--- src/hdl/bbc_fifo.sv ---
module bbc_fifo #(
    parameter int WIDTH = 8,
    parameter int DEPTH = 4
) (
    input  logic                       i_clk,
    input  logic                       i_rst_n,
    input  logic                       i_push,
    input  logic [WIDTH-1:0]           i_data,
    input  logic                       i_pop,
    output logic [WIDTH-1:0]           o_data,
    output logic                       o_empty,
    output logic                       o_full,
    output logic [$clog2(DEPTH+1)-1:0] o_count
);

    localparam int PW = (DEPTH > 1) ? $clog2(DEPTH) : 1;
    localparam int CW = $clog2(DEPTH + 1);

    logic [WIDTH-1:0] r_mem [DEPTH];
    logic [PW-1:0]    r_wr;
    logic [PW-1:0]    r_rd;
    logic [CW-1:0]    r_count;
    logic             do_push;
    logic             do_pop;

    assign o_empty = (r_count == '0);
    assign o_full  = (r_count == CW'(DEPTH));
    assign o_count = r_count;
    assign o_data  = r_mem[r_rd];
    assign do_push = i_push && !o_full;
    assign do_pop  = i_pop && !o_empty;

    // storage
    always_ff @(posedge i_clk) begin
        if (do_push) begin
            r_mem[r_wr] <= i_data;
        end
    end

    // pointers and fill count
    always_ff @(posedge i_clk) begin
        if (!i_rst_n) begin
            r_wr    <= '0;
            r_rd    <= '0;
            r_count <= '0;
        end else begin
            if (do_push) begin
                r_wr <= (r_wr == PW'(DEPTH - 1)) ? '0 : r_wr + PW'(1);
            end
            if (do_pop) begin
                r_rd <= (r_rd == PW'(DEPTH - 1)) ? '0 : r_rd + PW'(1);
            end
            if (do_push && !do_pop) begin
                r_count <= r_count + CW'(1);
            end else if (do_pop && !do_push) begin
                r_count <= r_count - CW'(1);
            end
        end
    end

`ifndef ASSERT_OFF
    // callers must never push into a full queue; a pop on empty is simply ignored
    a_no_overflow: assert property (@(posedge i_clk) disable iff (!i_rst_n)
        !(i_push && o_full))
        else $error("word pushed into full queue");
`endif

endmodule

--- config.mk ---
export PLATFORM = sky130hd
export DESIGN_NAME = bbc_fifo
export DESIGN_NICKNAME = d
export VERILOG_FILES = /design/src/hdl/bbc_fifo.sv
export SDC_FILE = /design/constraint.sdc
export NUM_CORES = 1
export LEC_CHECK = 0
export ABC_AREA = 1
export BUFFER_PORTS_ARGS = -buffer_cell sky130_fd_sc_hd__buf_4
export CORE_ASPECT_RATIO = 0.7
export CORE_MARGIN = 2
export CORE_UTILIZATION = 45
export DETAILED_ROUTE_END_ITERATION = 8
export PLACE_DENSITY_LB_ADDON = 0.25
export SYNTH_ARGS = -nofsm -noshare
export SYNTH_HDL_FRONTEND = slang
export SYNTH_SLANG_ARGS = --single-unit
--- constraint.sdc ---
create_clock -name i_clk -period 2.8 [get_ports i_clk]
set_input_delay 0.14 -clock i_clk [delete_from_list [all_inputs] [get_ports i_clk]]
set_output_delay 0.14 -clock i_clk [all_outputs]
set_load 0.005 [all_outputs]
# Word-level counts from Yosys, hierarchy flattened
# Memory sizes are Yosys's and may differ from the RTL's. A register that Yosys moved wholly into a read port is not among the register bits.
# Cells that the tools add are included.
# word_totals
register_bits	7
ram_bits	32
in_bits	12
elab_cells	29
n_memories	1
# classes
muxes	8
n_reduce_logical	10
n_eq_ne	3
add_sub_neg	4
# memory_table
name	words	width	rd	rd_clocked_by_memory_dff	write_ports	line_no	rtl
r_mem	4	8	1	1	1	19	logic [WIDTH-1:0] r_mem [DEPTH];
# op_table
cell	n
2-bit 2-to-1 mux	4
3-bit 2-to-1 mux	2
2-bit by 1-bit adder with 2-bit output, second input constant	2
2-bit == test, second input constant	2
1-bit logical AND	4
1-bit zero test	4
3-bit by 1-bit adder with 3-bit output, second input constant	1
3-bit == test, second input constant	1
3-bit zero test	1
3-bit by 1-bit subtractor with 3-bit output, second input constant	1
1-bit 2-to-1 mux	2
2-bit nonzero test	1

# Longest topological paths before layout
# logic_depth
word_depth	7
mapped_depth	13
depth_no_buf	13

# Least setup slack after synthesis
# No wires, ideal clock.
# synth_path
path_type	register to register
startpoint	register r_count[1] (netlist: o_count[1])
endpoint	register r_count[1] (netlist: o_count[1])
stages_incl_launch_ff	10
period_less_slack_ns	1.716
required_ns	2.684
setup_time_ns	0.116
setup_slack_ns	1.084
arrival_time_ns	1.600
n_path_buf	0
cell_sequence	dfxtp_1 nor2_1 nand2_1 nand2_2 inv_1 ha_1 inv_1 fa_1 o21ai_0 nor2_1
# synth_between
elab_chain_cells	6
elab_cells_between_ends	15
cone_classes	add/sub (2); eq/ne (1); mux (2); reduce/logical (10)
# synth_lines
item	line_no	rtl
from (decl)	22	logic [CW-1:0] r_count;
from (signal assigned)	54	r_count <= r_count + CW'(1);
from (signal assigned)	56	r_count <= r_count - CW'(1);
3-bit == test *	27	assign o_full = (r_count == CW'(DEPTH));
1-bit zero test *	30	assign do_push = i_push && !o_full;
1-bit logical AND *	30	
via do_push	23	logic do_push;
1-bit zero test	55	end else if (do_pop && !do_push) begin
1-bit logical AND	55	
2-bit nonzero test (no source line)	--	
# Mark *: on every way through the listed nets, which the timed path passes. The rest lies on a longest branch. The select of a mux whose other input is x is not followed.
# A chain may end at the register's enable or synchronous reset.

==> metrics <==
status finished clean; Final nets 196; setup TNS 0 ns; Seq/Total Area, Yosys 0.6741; latest clock arrival within the worst-skew pair 0.29 ns; first-pass GRT wire length 4719 um; Final setup viols 0; Die H 55.32 um; GRT Util Overall 0.1495; vias in the first global route 1,003; worst min path class in2reg; maximum achievable frequency 0.5305 GHz; startpoint class of the critical path flip-flop; gpl congestion 0.7220; DR iter-0 viols 80; Finished Cell Area 1994 um^2; CTS tree built; CP Cell Sequence inv_2, o21ai_0, o22ai_1, buf_4; Syn Area/Cell 11.44 um^2; Synth area leader edfxtp_1; Post-Synthesis Cell Area 1693 um^2; Synth Instances 148; Peak supply drop 0.4714 mV; largest net degree at the start of global routing 18; RSZ-0062 raised after global routing no; crit-path max FO 17; synth warn 0; DRC 0; via count 1,105; # port buffers 24; slowest stage delay, CP 0.69 ns; Ports 25; placed instance area 1913 um^2; cts hold-fix bufs 0; Worst slew margin 0.4328; ranking of synthesized cells by area edfxtp_1, dfxtp_1, nor2_1, ha_1, o21ai_0; critical path's slowest cell dfxtp_1; antenna-violating nets left 0; Slew @ Worst Pin 0.8477 ns; initial antenna violation count 0; Max Slew Vio Count 0; min Tclk post-route 1.885 ns; most numerous cell in the Yosys netlist nor2_1; WL per Instance 12.81 um; Crit path required time 2.66 ns; Worst EP arrival 1.75 ns; synthesized flop and latch total 41; Yosys cell types 18; final hold vios 0; Filler Cell Count 311; Post-synth EDFFs 32; CP Class reg2out; Max Cap Viol 0; worst-case clock buffer depth 2; area of the core 3558 um^2; Lkg Pwr 0.8072 nW; Vias/cell 4.846; # Post-CTS Setup Buffers 0; top-area cell type share of the netlist area 0.5676; WL final 2921 um; most frequent cells after synthesis nor2_1, edfxtp_1, inv_1; kind of end point of the critical path output pin; dpl hpwl 1977 um; syn_nets 167; Reg clk slew, reported paths 0.07 ns; final period utilization 0.6733; drt pass-1 iters 4; Top delay family on crit path flip-flops; CTS Buf Count 5; initial core utilization 0.4757; Top FF cell, synth edfxtp_1; PwrDens 899.9 nW/um^2; Die W 77.31 um; Synth async-reset ratio 0; fraction of layout cells with a size suffix above 1 0.1966; CTS Root Cell clkbuf_8; row cnt 18; Area Growth Syn to Fin 17.81%; Die Area 4276 um^2; # diodes 0; H-tree lvl count 2; number of clock sinks 41; clk_skew 0.008330 ns; WP buf/inv 2; cts repair resizes 0; grt total ovfl 0
-- registers in the layout, indices dropped and copies added (netlist names), named ones only --
| name | flops |
|---|---|
| o_count | 3 |
| r_wr | 2 |
| r_mem | 32 |
| r_rd | 2 |
-- metrics by stage --
stage               utilization  hold slack, ns  setup slack [ns]  power (W)  std cells
finish                   0.5605         0.04450            0.9148   0.001795        228
global route             0.5605         0.03457            0.7261   0.001929        228
CTS                      0.5605         0.03382            0.8811   0.001813        228
detailed placement       0.5376          0.3442            0.9522   0.001449        220
global placement         0.5376          0.3389             1.009   0.001422        220
floorplan                     -          0.2389             1.084   0.001196        148
-- cell type report --
cell class / instances / area (um^2) / share of cell area
sequential: 41 / 1141 / 0.5721
multi-input combinational: 86 / 457.9 / 0.2296
timing repair buffer: 24 / 180.2 / 0.09034
clock buffer: 7 / 76.32 / 0.03827
inverter: 19 / 71.32 / 0.03576
tap: 50 / 62.56 / 0.03137
clock inverter: 1 / 5.005 / 0.002509
-- cells by family (layout without fill, tap and decap cells) --
logic type | after synthesis | count (layout) | share of synthesized area
simple gates | 51 | 51 | 0.1190
flops | 41 | 41 | 0.6741
compound gates | 28 | 28 | 0.09535
buf+inv | 21 | 51 | 0.05543
fa+ha+maj | 7 | 7 | 0.05617
-- placed cells by master (no fill, tap or decap), drive strengths merged, types with 2 or more instances in the layout --
master,synthesis,layout
buf,2,24
dfxtp,9,9
a21oi,2,2
o21ai,18,18
nand2,15,15
clkbuf,0,7
ha,6,6
nor2,33,33
edfxtp,32,32
o22ai,8,8
inv,19,19
-- where the power goes --
part	total, W	leakage [nW]	internal [W]	switching (W)
registers	0.000836	0.368	0.000757	0.0000790
clock network	0.000363	0.0422	0.000175	0.000189
logic	0.000595	0.397	0.000271	0.000324
-- layer usage --
metal,vias to the layer above,wire (um),GRT usage
met5,-,0,0
met4,0,52,0.06122
met3,6,181,0.06699
met2,23,1362,0.2248
met1,517,1325,0.1893
li1,559,-,-
-- final timing paths --
check | slack [ns] | to | start | cells past startpoint
max | 0.91 | o_data[7] | flip-flop | 4
min | 0.04 | r_mem[1][2] | i_data[2] | 1
max reg2reg | 0.94 | o_count[1] | o_count[1] | 9
min reg2reg | 0.53 | o_count[0] | o_count[0] | 2
(Power assumes the default switching activity.)
