===== config.mk =====
export PLATFORM = sky130hd
export DESIGN_NAME = bbc_back
export DESIGN_NICKNAME = d
export VERILOG_FILES = /design/src/hdl/bbc_pkg.sv /design/src/hdl/bbc_back.sv
export SDC_FILE = /design/constraint.sdc
export NUM_CORES = 1
export LEC_CHECK = 0
export BUFFER_PORTS_ARGS = -buffer_cell sky130_fd_sc_hd__buf_2
export CORE_AREA = 2 2 166 168
export DETAILED_ROUTE_END_ITERATION = 12
export DIE_AREA = 0 0 168 170
export PLACE_DENSITY = 0.77
export SLEW_MARGIN = 20
export SYNTH_ARGS = -nofsm -noshare
export SYNTH_HDL_FRONTEND = slang
export SYNTH_SLANG_ARGS = --single-unit

===== constraint.sdc =====
create_clock -name i_clk -period 9.55 [get_ports i_clk]
set_input_delay 0.955 -clock i_clk [delete_from_list [all_inputs] [get_ports i_clk]]
set_output_delay 0.955 -clock i_clk [all_outputs]
set_load 0.01 [all_outputs]

===== src/hdl/bbc_pkg.sv =====
package bbc_pkg;

    // field widths fixed by the word formats
    localparam int CHAN_W   = 8;
    localparam int CFG_W_W  = 11;
    localparam int CFG_H_W  = 13;
    localparam int CFG_D_W  = 13;
    localparam int CFG_IDX_W = 1;
    localparam int CSUM_W   = 10;   // one window column, up to 3 pixels
    localparam int SUM_W    = 12;   // full window, up to 9 pixels
    localparam int CNT_W    = 4;    // pixel count, 1..9
    localparam int RECIP_W  = 17;
    localparam int RECIP_SHIFT = 16;
    localparam int PROD_W   = SUM_W + RECIP_W;
    localparam int QUEUE_DEPTH = 4;

    // register indexes
    localparam logic [CFG_IDX_W-1:0] CFG_FRAME_WIDTH  = 1'b0;
    localparam logic [CFG_IDX_W-1:0] CFG_FRAME_HEIGHT = 1'b1;

    localparam logic [CFG_W_W-1:0] WIDTH_RESET  = 11'd1024;
    localparam logic [CFG_H_W-1:0] HEIGHT_RESET = 13'd1;

    // input commands
    localparam logic CMD_PIXEL = 1'b0;
    localparam logic CMD_FLUSH = 1'b1;

    typedef struct packed {
        logic              cmd;
        logic [CHAN_W-1:0] red_in;
        logic [CHAN_W-1:0] green_in;
        logic [CHAN_W-1:0] blue_in;
    } t_item;

    typedef struct packed {
        logic [CHAN_W-1:0] red_out;
        logic [CHAN_W-1:0] green_out;
        logic [CHAN_W-1:0] blue_out;
        logic              frame_done;
    } t_result;

    typedef struct packed {
        logic                 we;
        logic [CFG_IDX_W-1:0] idx;
        logic [CFG_D_W-1:0]   data;
    } t_cfg_wr;

    typedef struct packed {
        logic [CHAN_W-1:0] r;
        logic [CHAN_W-1:0] g;
        logic [CHAN_W-1:0] b;
    } t_rgb;

    typedef struct packed {
        logic [CSUM_W-1:0] r;
        logic [CSUM_W-1:0] g;
        logic [CSUM_W-1:0] b;
    } t_csum;

    // one averaging job handed from front to back
    typedef struct packed {
        logic [SUM_W-1:0] sum_r;
        logic [SUM_W-1:0] sum_g;
        logic [SUM_W-1:0] sum_b;
        logic [CNT_W-1:0] count;
        logic             done;
    } t_job;

    typedef enum logic [1:0] {
        S_IDLE,
        S_LOAD,
        S_JOB1,
        S_JOB2
    } t_front_state;

    // ceil(2^16 / count); exact rounding division for sums below 2^15
    function automatic logic [RECIP_W-1:0] recip(input logic [CNT_W-1:0] count);
        logic [RECIP_W-1:0] m;
        unique case (count)
            4'd2:    m = 17'd32768;
            4'd3:    m = 17'd21846;
            4'd4:    m = 17'd16384;
            4'd6:    m = 17'd10923;
            4'd9:    m = 17'd7282;
            default: m = 17'd65536;
        endcase
        return m;
    endfunction

endpackage


===== src/hdl/bbc_back.sv =====
module bbc_back (
    input  logic                                      i_clk,
    input  logic                                      i_rst_n,
    input  bbc_pkg::t_job                             i_job,
    input  logic                                      i_job_valid,
    output logic                                      o_job_pop,
    input  logic [$clog2(bbc_pkg::QUEUE_DEPTH+1)-1:0] i_out_count,
    output logic                                      o_out_push,
    output bbc_pkg::t_result                          o_result
);

    localparam int CW = $clog2(bbc_pkg::QUEUE_DEPTH + 1);

    logic                        r_mul_valid;
    logic [bbc_pkg::PROD_W-1:0]  r_prod_r;
    logic [bbc_pkg::PROD_W-1:0]  r_prod_g;
    logic [bbc_pkg::PROD_W-1:0]  r_prod_b;
    logic                        r_done;
    logic [bbc_pkg::SUM_W-1:0]   half;
    logic [bbc_pkg::SUM_W-1:0]   x_r;
    logic [bbc_pkg::SUM_W-1:0]   x_g;
    logic [bbc_pkg::SUM_W-1:0]   x_b;
    logic [bbc_pkg::RECIP_W-1:0] m;

    // take a job only if the output queue has room for it and the one in flight
    assign o_job_pop = i_job_valid
        && ((CW + 1)'(i_out_count) + (CW + 1)'(r_mul_valid) < (CW + 1)'(bbc_pkg::QUEUE_DEPTH));

    // rounding bias and reciprocal of the pixel count
    always_comb begin
        half = bbc_pkg::SUM_W'(i_job.count >> 1);
        x_r  = i_job.sum_r + half;
        x_g  = i_job.sum_g + half;
        x_b  = i_job.sum_b + half;
        m    = bbc_pkg::recip(i_job.count);
    end

    // reciprocal multiply, one register stage
    always_ff @(posedge i_clk) begin
        if (o_job_pop) begin
            r_prod_r <= bbc_pkg::PROD_W'(x_r) * bbc_pkg::PROD_W'(m);
            r_prod_g <= bbc_pkg::PROD_W'(x_g) * bbc_pkg::PROD_W'(m);
            r_prod_b <= bbc_pkg::PROD_W'(x_b) * bbc_pkg::PROD_W'(m);
            r_done   <= i_job.done;
        end
    end

    always_ff @(posedge i_clk) begin
        if (!i_rst_n) begin
            r_mul_valid <= 1'b0;
        end else begin
            r_mul_valid <= o_job_pop;
        end
    end

    // quotient is the product shifted down
    assign o_out_push          = r_mul_valid;
    assign o_result.red_out    = r_prod_r[bbc_pkg::RECIP_SHIFT +: bbc_pkg::CHAN_W];
    assign o_result.green_out  = r_prod_g[bbc_pkg::RECIP_SHIFT +: bbc_pkg::CHAN_W];
    assign o_result.blue_out   = r_prod_b[bbc_pkg::RECIP_SHIFT +: bbc_pkg::CHAN_W];
    assign o_result.frame_done = r_done;

`ifndef ASSERT_OFF
    // the word in flight always finds room in the output queue
    a_out_room: assert property (@(posedge i_clk) disable iff (!i_rst_n)
        r_mul_valid |-> (i_out_count < CW'(bbc_pkg::QUEUE_DEPTH)))
        else $error("result word with no room in output queue");
`endif

endmodule


# --- Word level (Yosys, flattened, before mapping) ---
# Cells that the tools add are included.
word_totals:
  ff_bits: 74
  out_inout_bits: 27
  elab_cells: 20
classes:
  add_sub_neg: 4
  n_mul: 3
  n_lt_le_gt_ge: 1
  eq_ne: 5
  muxes: 1
  reduce_logical: 1
ops:
  columns: ["operator", "count"]
  rows:
  - ["case mux 17 bit (5 select lines)", 1]
  - ["multiplier 12 x 17 -> 24 bit", 3]
  - ["adder 12 x 3 -> 12 bit", 3]
  - ["== test 4 x 2 -> 1 bit, second input constant", 2]
  - ["== test 4 x 3 -> 1 bit, second input constant", 2]
  - ["adder 3 x 1 -> 4 bit", 1]
  - ["== test 4 bit, second input constant", 1]
  - ["less-than comparator 4 x 3 -> 1 bit, second input constant", 1]
  - ["logical AND 1 bit", 1]

# --- Longest topological paths before layout ---
# Gate-level depths: netlist (run 1).
depth:
  ltp_word: 3
  ltp_mapped: 26
  ltp_nobuf: 25

# --- Least setup slack after synthesis (run 1) ---
# No wires, ideal clock.
synth_path:
  path_type: "input to register"
  from: "input port i_job[2] (netlist name)"
  to: "register r_prod_g[21] (netlist name) (data pin)"
  arrival_time_ns: 6.708
  slack_ns: 2.584
  cell_stages: 23
  cell_sequence: "ha_1 > fa_1 > a21oi_1 > nor2_2 > and3_1 > xor2_1 > nand2_1 > fa_1 > inv_1 > fa_1 > fa_1 > fa_1 > inv_1 > fa_1 > inv_1 > ha_1 > and3_1 > clkbuf_1 > a221o_1 > a311oi_1 > o41ai_2 > a21oi_1 > xnor2_1"
synth_between:
  elab_chain_cells: 3
  word_cells_on_any_way: 8
  classes_between: "add/sub (1); mul (1); eq/ne (5); mux (1)"
synth_rtl:
  columns: ["element", "line", "text"]
  rows:
  - ["from (decl)", "bbc_back.sv:4", "input bbc_pkg::t_job i_job,"]
  - ["branches (longest 2 deep; another with adder 12 x 3 -> 12 bit)", null, null]
  - ["multiplier 12 x 17 -> 24 bit *", "bbc_back.sv:42", "r_prod_g <= bbc_pkg::PROD_W'(x_g) * bbc_pkg::PROD_W'(m);"]
  - ["to (signal assigned)", "bbc_back.sv:42", null]
  - ["to (decl)", "bbc_back.sv:16", "logic [bbc_pkg::PROD_W-1:0] r_prod_g;"]
# Mark *: on every way between the ends.
# A chain may end at the register's enable or synchronous reset.

# --- Worst setup path after layout (run 1) ---
# Same ends and word-level chain as after synthesis.

==> run metrics, run 1 <==
Slew HR=22.4%; Post-Syn Instances=1716; syn nets=2279; Fmax=0.133 GHz; TritonCTS buffer count=3; Hold WC Path Type=primary input to flip-flop; CTS tree=done; sequential fraction of the synthesis area=between 4 and 5%; Post-DP Area=16500 um2; I/O pin count=74; multiplexer share of the synthesized area=0.0635%; post-DP HPWL=between 30000 and 40000 um; reg-to-reg endpoint=r_prod_b[19]; Ant. Diodes=0; CP peak stage delay=610 ps; Main synth FF type=edfxtp_1; status=complete, no violations; Layout Nets=2332; Reg clk slew, reported paths=90 ps; Routed Antenna Nets=0; Total GRT Usage=29.1%; CP Class=primary input to flip-flop; initial antenna violation count=1; layout cells sized above 1=approximately 6.3%; dpl ws=1780 ps; CP Cell Sequence=buf_2 > ha_1 > fa_1 > a21oi_1 > nor2_2 > and3_1 > xor2_1 > nand2_1 > fa_1 > inv_1 > fa_1 > fa_1 > fa_1 > inv_1 > fa_1 > inv_1 > ha_1 > and3_1 > a221o_1 > a311oi_1 > o41ai_2 > a21oi_1 > xnor2_1; GR Overflow Total=0; Tmin final=7530 ps; width of the die=~170 um; placed cells=2105; via/cell ratio=about 5.4; largest net degree at the start of global routing=27; post-layout instance area=16600 um2; reg2reg setup slack=slightly above 8000 ps; clk buf depth=2; startpoint types=primary input; Core Area=between 20000 and 30000 um2; Tcrit/Tclk final=78.8%; Final setup viols=0; drt wl/cell=18.8 um; Pwr per Cell Area=86.1 nW/um2; post-synthesis compound-gate area fraction=5.52%; Most Frequent Cell on Critical Path=fa_1; CP max FO=14; hold buffer count at CTS=0; crit path to=r_prod_g[21]; Slew @ Worst Pin=1160 ps; crit path DAT=~7600 ps; DR pass1 iterations=5; DR vias=approximately 11000; Post-Synth Simple-Gate Area=10.6%; post-route worst setup slack=2020 ps; Sink Count=26; clock skew=6.10 ps; # resized after CTS=0; clock root cell=clkbuf_16; Finished Layout Cells=approximately 2100; DR iter-0 viols=878; max-cap violations=0; critical path's slowest cell=fa_1; Slew Viols, Final=0; syn_area_per_cell=between 9 and 10 um2; die area=between 20000 and 30000 um2; Worst-Skew Late Latency=290 ps; Post-Syn Area=15800 um2; vias in the first global route=12339; global-route wire length before repair=63100 um; largest family of logic cells by synthesized area=adder cells; Post-CTS Setup Bufs=0; RR Startpoint=o_out_push; endpoint class of the critical path=flip-flop; maximum vdd drop=~0.077 mV; Synth Area in Adders=59.0%; number of synthesized flops with an enable pin=25; Core Util, Final=62.3%; final hold slack=844 ps; RSZ-0062 raised after global routing=false; post-synthesis xor/xnor area fraction=6.04%; area grow syn2layout=5.39%; WP data required=9600 ps; buffers added on ports=73; synthesis warning total=0; ys async rst share=0%; Seq cells post-synth=26; final hold vios=0; R2R cell count=2; Synth cell types=67; initial cell density of the core=between 50 and 60%; CTS H-Tree Depth=1; WL final=39600 um; Setup TNS Final=0 ps; Pwr Total=1.43 mW; DRC errors left=0; gpl congestion=1.00; Vert. Die Dim=170 um; row count=60; Worst setup startpoint=i_job[2]; LEAKAGE=9.14 nW
[area by class of cell]
cell class              count  area (um2)
multi-input cells        1114       12800
clock buffers               3        75.1
fillers                  2263       10000
inverters                 540        2030
well taps                 341         427
repair buffers             84         448
clock inverters             1        30.0
flip-flops and latches     26         771
[metal layers]
metal  global-route usage [%]  part of all wire (%)
met3                     4.47                   7.6
met2                     50.0                    48
met5                        0                     0
met4                     8.09                   2.9
met1                     38.7                    41
[worst max-delay path, delay by kind of cell]
kind,cells,cell delay [ps]
compound gates,5,1440
xor+xnor,2,420
simple gates,4,790
buf+inv,4,370
fa+ha+maj,8,3610
[logic make-up after synthesis]
family	Yosys count
compound gates	127
flops	26
xor+xnor	107
mux	1
simple gates	363
buf+inv	576
fa+ha+maj	516
[cells in the final DEF, fill, tap and decap left out, drive strengths merged, types with 3 or more instances in the layout]
cell	synthesis	layout
a21o	18	18
a21oi	44	44
a221oi	3	3
a22oi	3	3
a31oi	4	4
and2	15	15
and3	11	11
buf	11	84
clkbuf	25	3
edfxtp	25	25
fa	378	378
ha	138	138
inv	540	540
nand2	182	182
nand2b	10	10
nand3	11	11
nand4	7	7
nand4bb	4	4
nor2	94	94
nor2b	7	7
nor3	11	11
nor3b	4	4
o211ai	3	3
o21a	9	9
o21ai	17	17
o31a	3	3
o41ai	3	3
xnor2	67	67
xor2	40	40
[how the worst min path moves through the flow]
| stage | cells past startpoint | from | slack, ps | endpoint |
|---|---|---|---|---|
| global route | 1 | i_job[0] | 850 | r_done |
| CTS | 1 | i_job[0] | 850 | r_done |
| floorplan | 0 | i_job[0] | 1050 | r_done |
| global placement | 2 | o_out_push | 950 | r_prod_r[22] |
| finish | 1 | i_job[0] | 840 | r_done |
| detailed placement | 2 | o_out_push | 950 | r_prod_r[23] |
[flip-flops by register name (all words and copies together), names as in the netlist]
| name | cells |
|---|---|
| r_done | 1 |
| r_prod_g | 8 |
| o_out_push | 1 |
| r_prod_r | 8 |
| r_prod_b | 8 |
[power by group]
part / internal (mW) / switching [mW] / leakage [nW]
clock: 0.0841 / 0.0540 / 0.0511
sequential: 0.174 / 0.00652 / 0.244
combinational: 0.447 / 0.665 / 8.85
total: 0.704 / 0.725 / 9.14
[synthesized netlist by cell type (all sizes together), types with 3 or more instances]
| cell type | number | area, um2 |
|---|---|---|
| nand4 | 7 | 58.8 |
| o211ai | 3 | 27.5 |
| nor3b | 4 | 57.6 |
| nor2b | 7 | 43.8 |
| clkbuf | 25 | 95.1 |
| and3 | 11 | 68.8 |
| nor2 | 94 | 358 |
| o21a | 9 | 67.6 |
| a31oi | 4 | 25.0 |
| nand2b | 10 | 62.6 |
| fa | 378 | 7570 |
| inv | 540 | 2030 |
| o21ai | 17 | 88.8 |
| a22oi | 3 | 22.5 |
| nand2 | 182 | 683 |
| ha | 138 | 1730 |
| a21o | 18 | 135 |
| nor3 | 11 | 55.1 |
| and2 | 15 | 93.8 |
| edfxtp | 25 | 751 |
| o41ai | 3 | 41.3 |
| buf | 11 | 71.3 |
| o31a | 3 | 26.3 |
| nand4bb | 4 | 61.3 |
| a21oi | 44 | 220 |
| a221oi | 3 | 32.5 |
| nand3 | 11 | 65.1 |
| xor2 | 40 | 365 |
| xnor2 | 67 | 587 |
(Power assumes the default switching activity.)
==> run 2, diff against run 1 <==
Clock period 9.55 ns to 7.65 ns, I/O delays scaled along.
==> run 2 against run 1 <==
Non-clock buffer count up 26. Total power up 27%. Sequential share of layout area down 0.054 points. First-iteration DRC count down 14%. Critical path depth unchanged. Via count down 0.17%. Clock power up 29%. Clock-buffer cell count unchanged. Largest cell class unchanged. Highest routed layer unchanged.
==> run metrics, run 2 (synthesis gave the netlist of run 1 again) <==
width of the die=168 um (unchanged); die area=28600 um2 (unchanged); DR vias=11430 (was 11449); via/cell ratio=5.35 (was 5.43); buffers added on ports=73 (unchanged); Hold WC Path Type=primary input to flip-flop (unchanged); CTS tree=done (unchanged); Total GRT Usage=31.3% (was 29.1%); Tcrit/Tclk final=94.5%; Reg clk slew, reported paths=80 ps (was 90 ps); met2 usage=54.0% (was 50.0%); Worst-Skew Late Latency=290 ps (about the same); vias in the first global route=12562 (was 12339); Slew HR=23.5% (was 22.4%); Vert. Die Dim=170 um (unchanged); DR iter-0 viols=759 (was 878); M1 GR Usage=42.3% (was 38.7%); GR Overflow Total=0 (unchanged); LEAKAGE=9.27 nW (was 9.14 nW); Core Area=26700 um2 (unchanged); gpl congestion=1.01 (was 1.00); initial cell density of the core=59.2% (unchanged); TritonCTS buffer count=3 (unchanged); DR pass1 iterations=7 (was 5); Pwr Total=1.81 mW (was 1.43 mW); layout cells sized above 1=7.69% (was 6.33%); area grow syn2layout=6.63% (was 5.39%); largest net degree at the start of global routing=28 (was 27); clock root cell=clkbuf_16 (unchanged); dpl ws=211 ps (was 1780 ps); I/O pin count=74 (unchanged); Largest regs=r_prod_b (8), r_prod_g (8), r_prod_r (8) (unchanged); Fmax=0.138 GHz; maximum vdd drop=0.120 mV (was 0.0775 mV); # resized after CTS=0 (unchanged); RSZ-0062 raised after global routing=false (unchanged); max-cap violations=0 (unchanged); Finished Layout Cells=2135 (was 2109); startpoint types=primary input (unchanged); Routed Antenna Nets=0 (unchanged); commonest non-fill, non-tap cells in the layout=inv_1 (540), fa_1 (378), nand2_1 (182) (unchanged); CP Class=primary input to flip-flop (unchanged); Switching Fraction=50.8% (was 50.7%); Layout Nets=2358 (was 2332); Ant. Diodes=0 (unchanged); post-route worst setup slack=418 ps (was 2020 ps); CP max FO=12 (was 14); CTS H-Tree Depth=1 (unchanged); Slew Viols, Final=0 (unchanged); final hold slack=651 ps (was 844 ps); Combinational Power Share=77.7% (about the same); clock skew=11.8 ps (was 6.10 ps); Setup TNS Final=0 ps (unchanged); initial antenna violation count=0 (was 1); Slew @ Worst Pin=1130 ps (was 1160 ps); Clk pwr share=9.8% (was 9.7%); placed cells=2131 (was 2105); WP data required=7680 ps (was 9600 ps); Sink Count=26 (unchanged); global-route wire length before repair=67500 um (was 63100 um); sequential power share=12.5% (was 12.6%); crit path DAT=7260 ps (was 7570 ps); WL final=41700 um (was 39600 um); Top Usage Layer GRT=met2 (unchanged); Net Switching=0.920 mW (was 0.725 mW); Pwr per Cell Area=108 nW/um2 (was 86.1 nW/um2); row count=60 (unchanged); drt wl/cell=19.5 um (was 18.8 um); Pint=0.890 mW (was 0.704 mW); status=complete, no violations (unchanged); Post-CTS Setup Bufs=0 (unchanged); DRC errors left=0 (unchanged); endpoint class of the critical path=flip-flop (unchanged); most common cell after layout, fill and taps aside=inv_1 (unchanged); final hold vios=0 (unchanged); hold buffer count at CTS=0 (unchanged); met3 usage=4.51% (was 4.47%); Tmin final=7230 ps; Final setup viols=0 (unchanged); clk buf depth=2 (unchanged); post-DP HPWL=37300 um (was 35300 um)
[run 2: changes by cell type in the layout (fill, tap and decap cells not counted)]
cell,before,now
buf_4,11,37
[run 2: through the flow]
| step | util [%] | cell area [um2] |
|---|---|---|
| 2_1_floorplan | - | 15800 |
| 4_1_cts | 63.1 | 16800 |
| 6_report | 63.1 | 16800 |
| 3_5_place_dp | 62.7 | 16700 |
| 5_1_grt | 63.1 | 16800 |
| 3_3_place_gp | 62.7 | 16700 |
[run 2: area by class of cell]
type / instances / area, um2
clock buffer: 3 / 75.1
clock inverter: 1 / 30.0
fill: 2263 / 9840
inverter: 540 / 2030
multi-input combinational: 1114 / 12800
sequential: 26 / 771
tap: 341 / 427
timing repair buffer: 110 / 643
[run 2: critical path, stage by stage]
cell	delay, ps
buf_2	140
buf_4	190
ha_1	230
fa_1	440
a21oi_1	310
nand2b_1	210
xnor2_1	280
nand2_1	310
fa_1	590
fa_1	540
inv_1	60
fa_1	450
fa_1	540
inv_1	50
fa_1	470
inv_1	40
ha_1	310
nand4_1	120
nor2_1	260
o21ai_0	150
nor3_1	450
o22ai_1	170
xor2_1	180
[run 2: worst paths after layout]
path	slack, ps	cells past startpoint	endpoint	start
hold / removal	650	1	r_done	i_job[0]
setup reg to reg	6230	2	r_prod_b[23]	o_out_push
hold reg to reg	960	2	r_prod_r[22]	o_out_push
setup / recovery	420	23	r_prod_b[23]	i_job[2]
[run 2: metal layers]
metal  wire (um)  vias to the layer above
met5           0                        -
met4        1020                        0
met3        2790                       63
met2       20400                      418
met1       17500                     5778
li1            -                     5171
[run 2: power groups by stage]
stage	registers (mW)	clock network (mW)	logic [mW]
floorplan	0.244	0	0.994
detailed placement	0.227	0	1.40
CTS	0.226	0.181	1.41
global route	0.229	0.182	1.61
finish	0.226	0.178	1.41
global placement	0.229	0	1.35
==> run 3, diff against run 2 <==
Settings changed: CORE_AREA 2 2 166 168 to 2 2 136 204, DIE_AREA 0 0 168 170 to 0 0 138 206.
==> run 3 against run 2 <==
Wire length rose by 3.9%. Register-to-register slack improved by 20 ps. Combinational power barely moved. Hold slack got worse by 4.7 ps. Critical path depth rose by 1. Clock power barely moved. Non-clock buffer count fell by 6. Core utilization fell by 0.63 points. Critical path type unchanged. Highest routed layer unchanged.
==> run metrics, run 3 (synthesis gave the netlist of run 1 again) <==
DR vias=11514 (was 11430); Total GRT Usage=31.7% (was 31.3%); CTS tree=done (unchanged); drt wl/cell=20.3 um (was 19.5 um); Reg clk slew, reported paths=90 ps (was 80 ps); maximum vdd drop=0.100 mV (was 0.120 mV); Largest regs=r_prod_b (8), r_prod_g (8), r_prod_r (8) (unchanged); Setup TNS Final=0 ps (unchanged); max-cap violations=0 (unchanged); post-DP HPWL=38900 um (was 37300 um); Ant. Diodes=0 (unchanged); Sink Count=26 (unchanged); Routed Antenna Nets=0 (unchanged); WL final=43300 um (was 41700 um); most common cell after layout, fill and taps aside=inv_1 (unchanged); endpoint class of the critical path=flip-flop (unchanged); met3 usage=2.90% (was 4.51%); commonest non-fill, non-tap cells in the layout=inv_1 (540), fa_1 (378), nand2_1 (182) (unchanged); Reg area=771 um2 (unchanged); clock skew=2.57 ps (was 11.8 ps); initial cell density of the core=58.7% (was 59.2%); final hold vios=0 (unchanged); Top Usage Layer GRT=met2 (unchanged); CP max FO=5 (was 12); startpoint types=primary input (unchanged); clock root cell=clkbuf_16 (unchanged); DRC errors left=0 (unchanged); Post-DP Area=16700 um2 (about the same); Final setup viols=0 (unchanged); RSZ-0062 raised after global routing=false (unchanged); gpl congestion=1.01 (about the same); LEAKAGE=9.24 nW (was 9.27 nW); post-route worst setup slack=457 ps (was 418 ps); Worst-Skew Late Latency=290 ps (about the same); Fmax=0.139 GHz (was 0.138 GHz); width of the die=138 um (was 168 um); layout cells sized above 1=7.38% (was 7.69%); DR iter-0 viols=605 (was 759); WP data required=7700 ps (was 7680 ps); I/O pin count=74 (unchanged); GR Overflow Total=0 (unchanged); DR pass1 iterations=5 (was 7); TritonCTS buffer count=3 (unchanged); Slew Viols, Final=0 (unchanged); Post-CTS Setup Bufs=0 (unchanged); row count=74 (was 60); Tcrit/Tclk final=94.0% (was 94.5%); Core Util, Final=62.4% (was 63.1%); Vert. Die Dim=206 um (was 170 um); CP Class=primary input to flip-flop (unchanged); M1 GR Usage=33.6% (was 42.3%); Tmin final=7190 ps (was 7230 ps); global-route wire length before repair=68000 um (was 67500 um); status=complete, no violations (unchanged); CTS H-Tree Depth=1 (unchanged); via/cell ratio=5.41 (was 5.35); multi-input logic area=12800 um2 (unchanged); post-layout instance area=16800 um2 (about the same); Core Area=26900 um2 (was 26700 um2); fillers=2341 (was 2263); dpl ws=115 ps (was 211 ps); # resized after CTS=0 (unchanged); die area=28400 um2 (was 28600 um2); clk buf depth=2 (unchanged); met2 usage=61.2% (was 54.0%); Slew @ Worst Pin=935 ps (was 1130 ps); hold buffer count at CTS=0 (unchanged); Hold WC Path Type=primary input to flip-flop (unchanged); vias in the first global route=12981 (was 12562); Slew HR=37.6% (was 23.5%); area grow syn2layout=6.35% (was 6.63%); buffers added on ports=73 (unchanged); Pwr per Cell Area=109 nW/um2 (was 108 nW/um2); largest net degree at the start of global routing=28 (unchanged); initial antenna violation count=0 (unchanged); Layout Nets=2352 (was 2358); crit path DAT=7240 ps (was 7260 ps)
[run 3: changes by cell type in the layout (fill, tap and decap cells not counted)]
cell / delta
buf_4: -6
[run 3: where the power goes]
| part | internal (mW) | switching, mW | total, mW |
|---|---|---|---|
| registers | 0.217 | 0.00769 | 0.224 |
| clock network | 0.105 | 0.0734 | 0.179 |
| logic | 0.570 | 0.855 | 1.43 |
| total | 0.892 | 0.936 | 1.83 |
[run 3: cell type report]
class | instances | area share, %
clock inverter | 1 | 0.179
inverter | 540 | 12.1
clock buffer | 3 | 0.448
timing repair buffer | 104 | 3.57
multi-input combinational | 1114 | 76.6
sequential | 26 | 4.60
tap | 342 | 2.55
[run 3: critical path, stage by stage]
cell      delay, ps
buf_2           130
ha_1            230
fa_1            440
a21oi_1         320
nor2_2           90
and3_1          230
xor2_1          400
nand2_1         330
fa_1            650
fa_1            430
inv_1           110
fa_1            480
fa_1            510
inv_1            50
fa_1            510
inv_1            50
ha_1            190
a21o_1          180
a41oi_1         190
a21o_1          150
o211ai_2        190
a221oi_2        350
o21bai_1        120
xnor2_1         130
[run 3: metrics by stage]
| stage | instances | total power [mW] | hold WS, ps |
|---|---|---|---|
| after detailed placement | 2126 | 1.65 | 941 |
| after global placement | 2126 | 1.59 | 927 |
| after global routing | 2130 | 2.02 | 643 |
| after CTS | 2130 | 1.84 | 639 |
| final | 2130 | 1.83 | 646 |
| after floorplan | 1716 | 1.24 | 864 |
[run 3: routing by layer]
| metal | vias up | share of wire (%) | wire length, um |
|---|---|---|---|
| li1 | 5172 | - | - |
| met5 | - | 0 | 0 |
| met3 | 147 | 4.3 | 1860 |
| met4 | 0 | 7.3 | 3150 |
| met1 | 5775 | 34 | 14800 |
| met2 | 420 | 54 | 23500 |
[run 3: path summary, 6_finish.rpt]
check / startpoint / to / slack, ps / cells past startpoint
max: i_job[2] / r_prod_r[23] / 460 / 24
min: i_job[0] / r_done / 650 / 1
max reg2reg: o_out_push / r_prod_b[22] / 6250 / 2
min reg2reg: o_out_push / r_prod_r[22] / 940 / 2
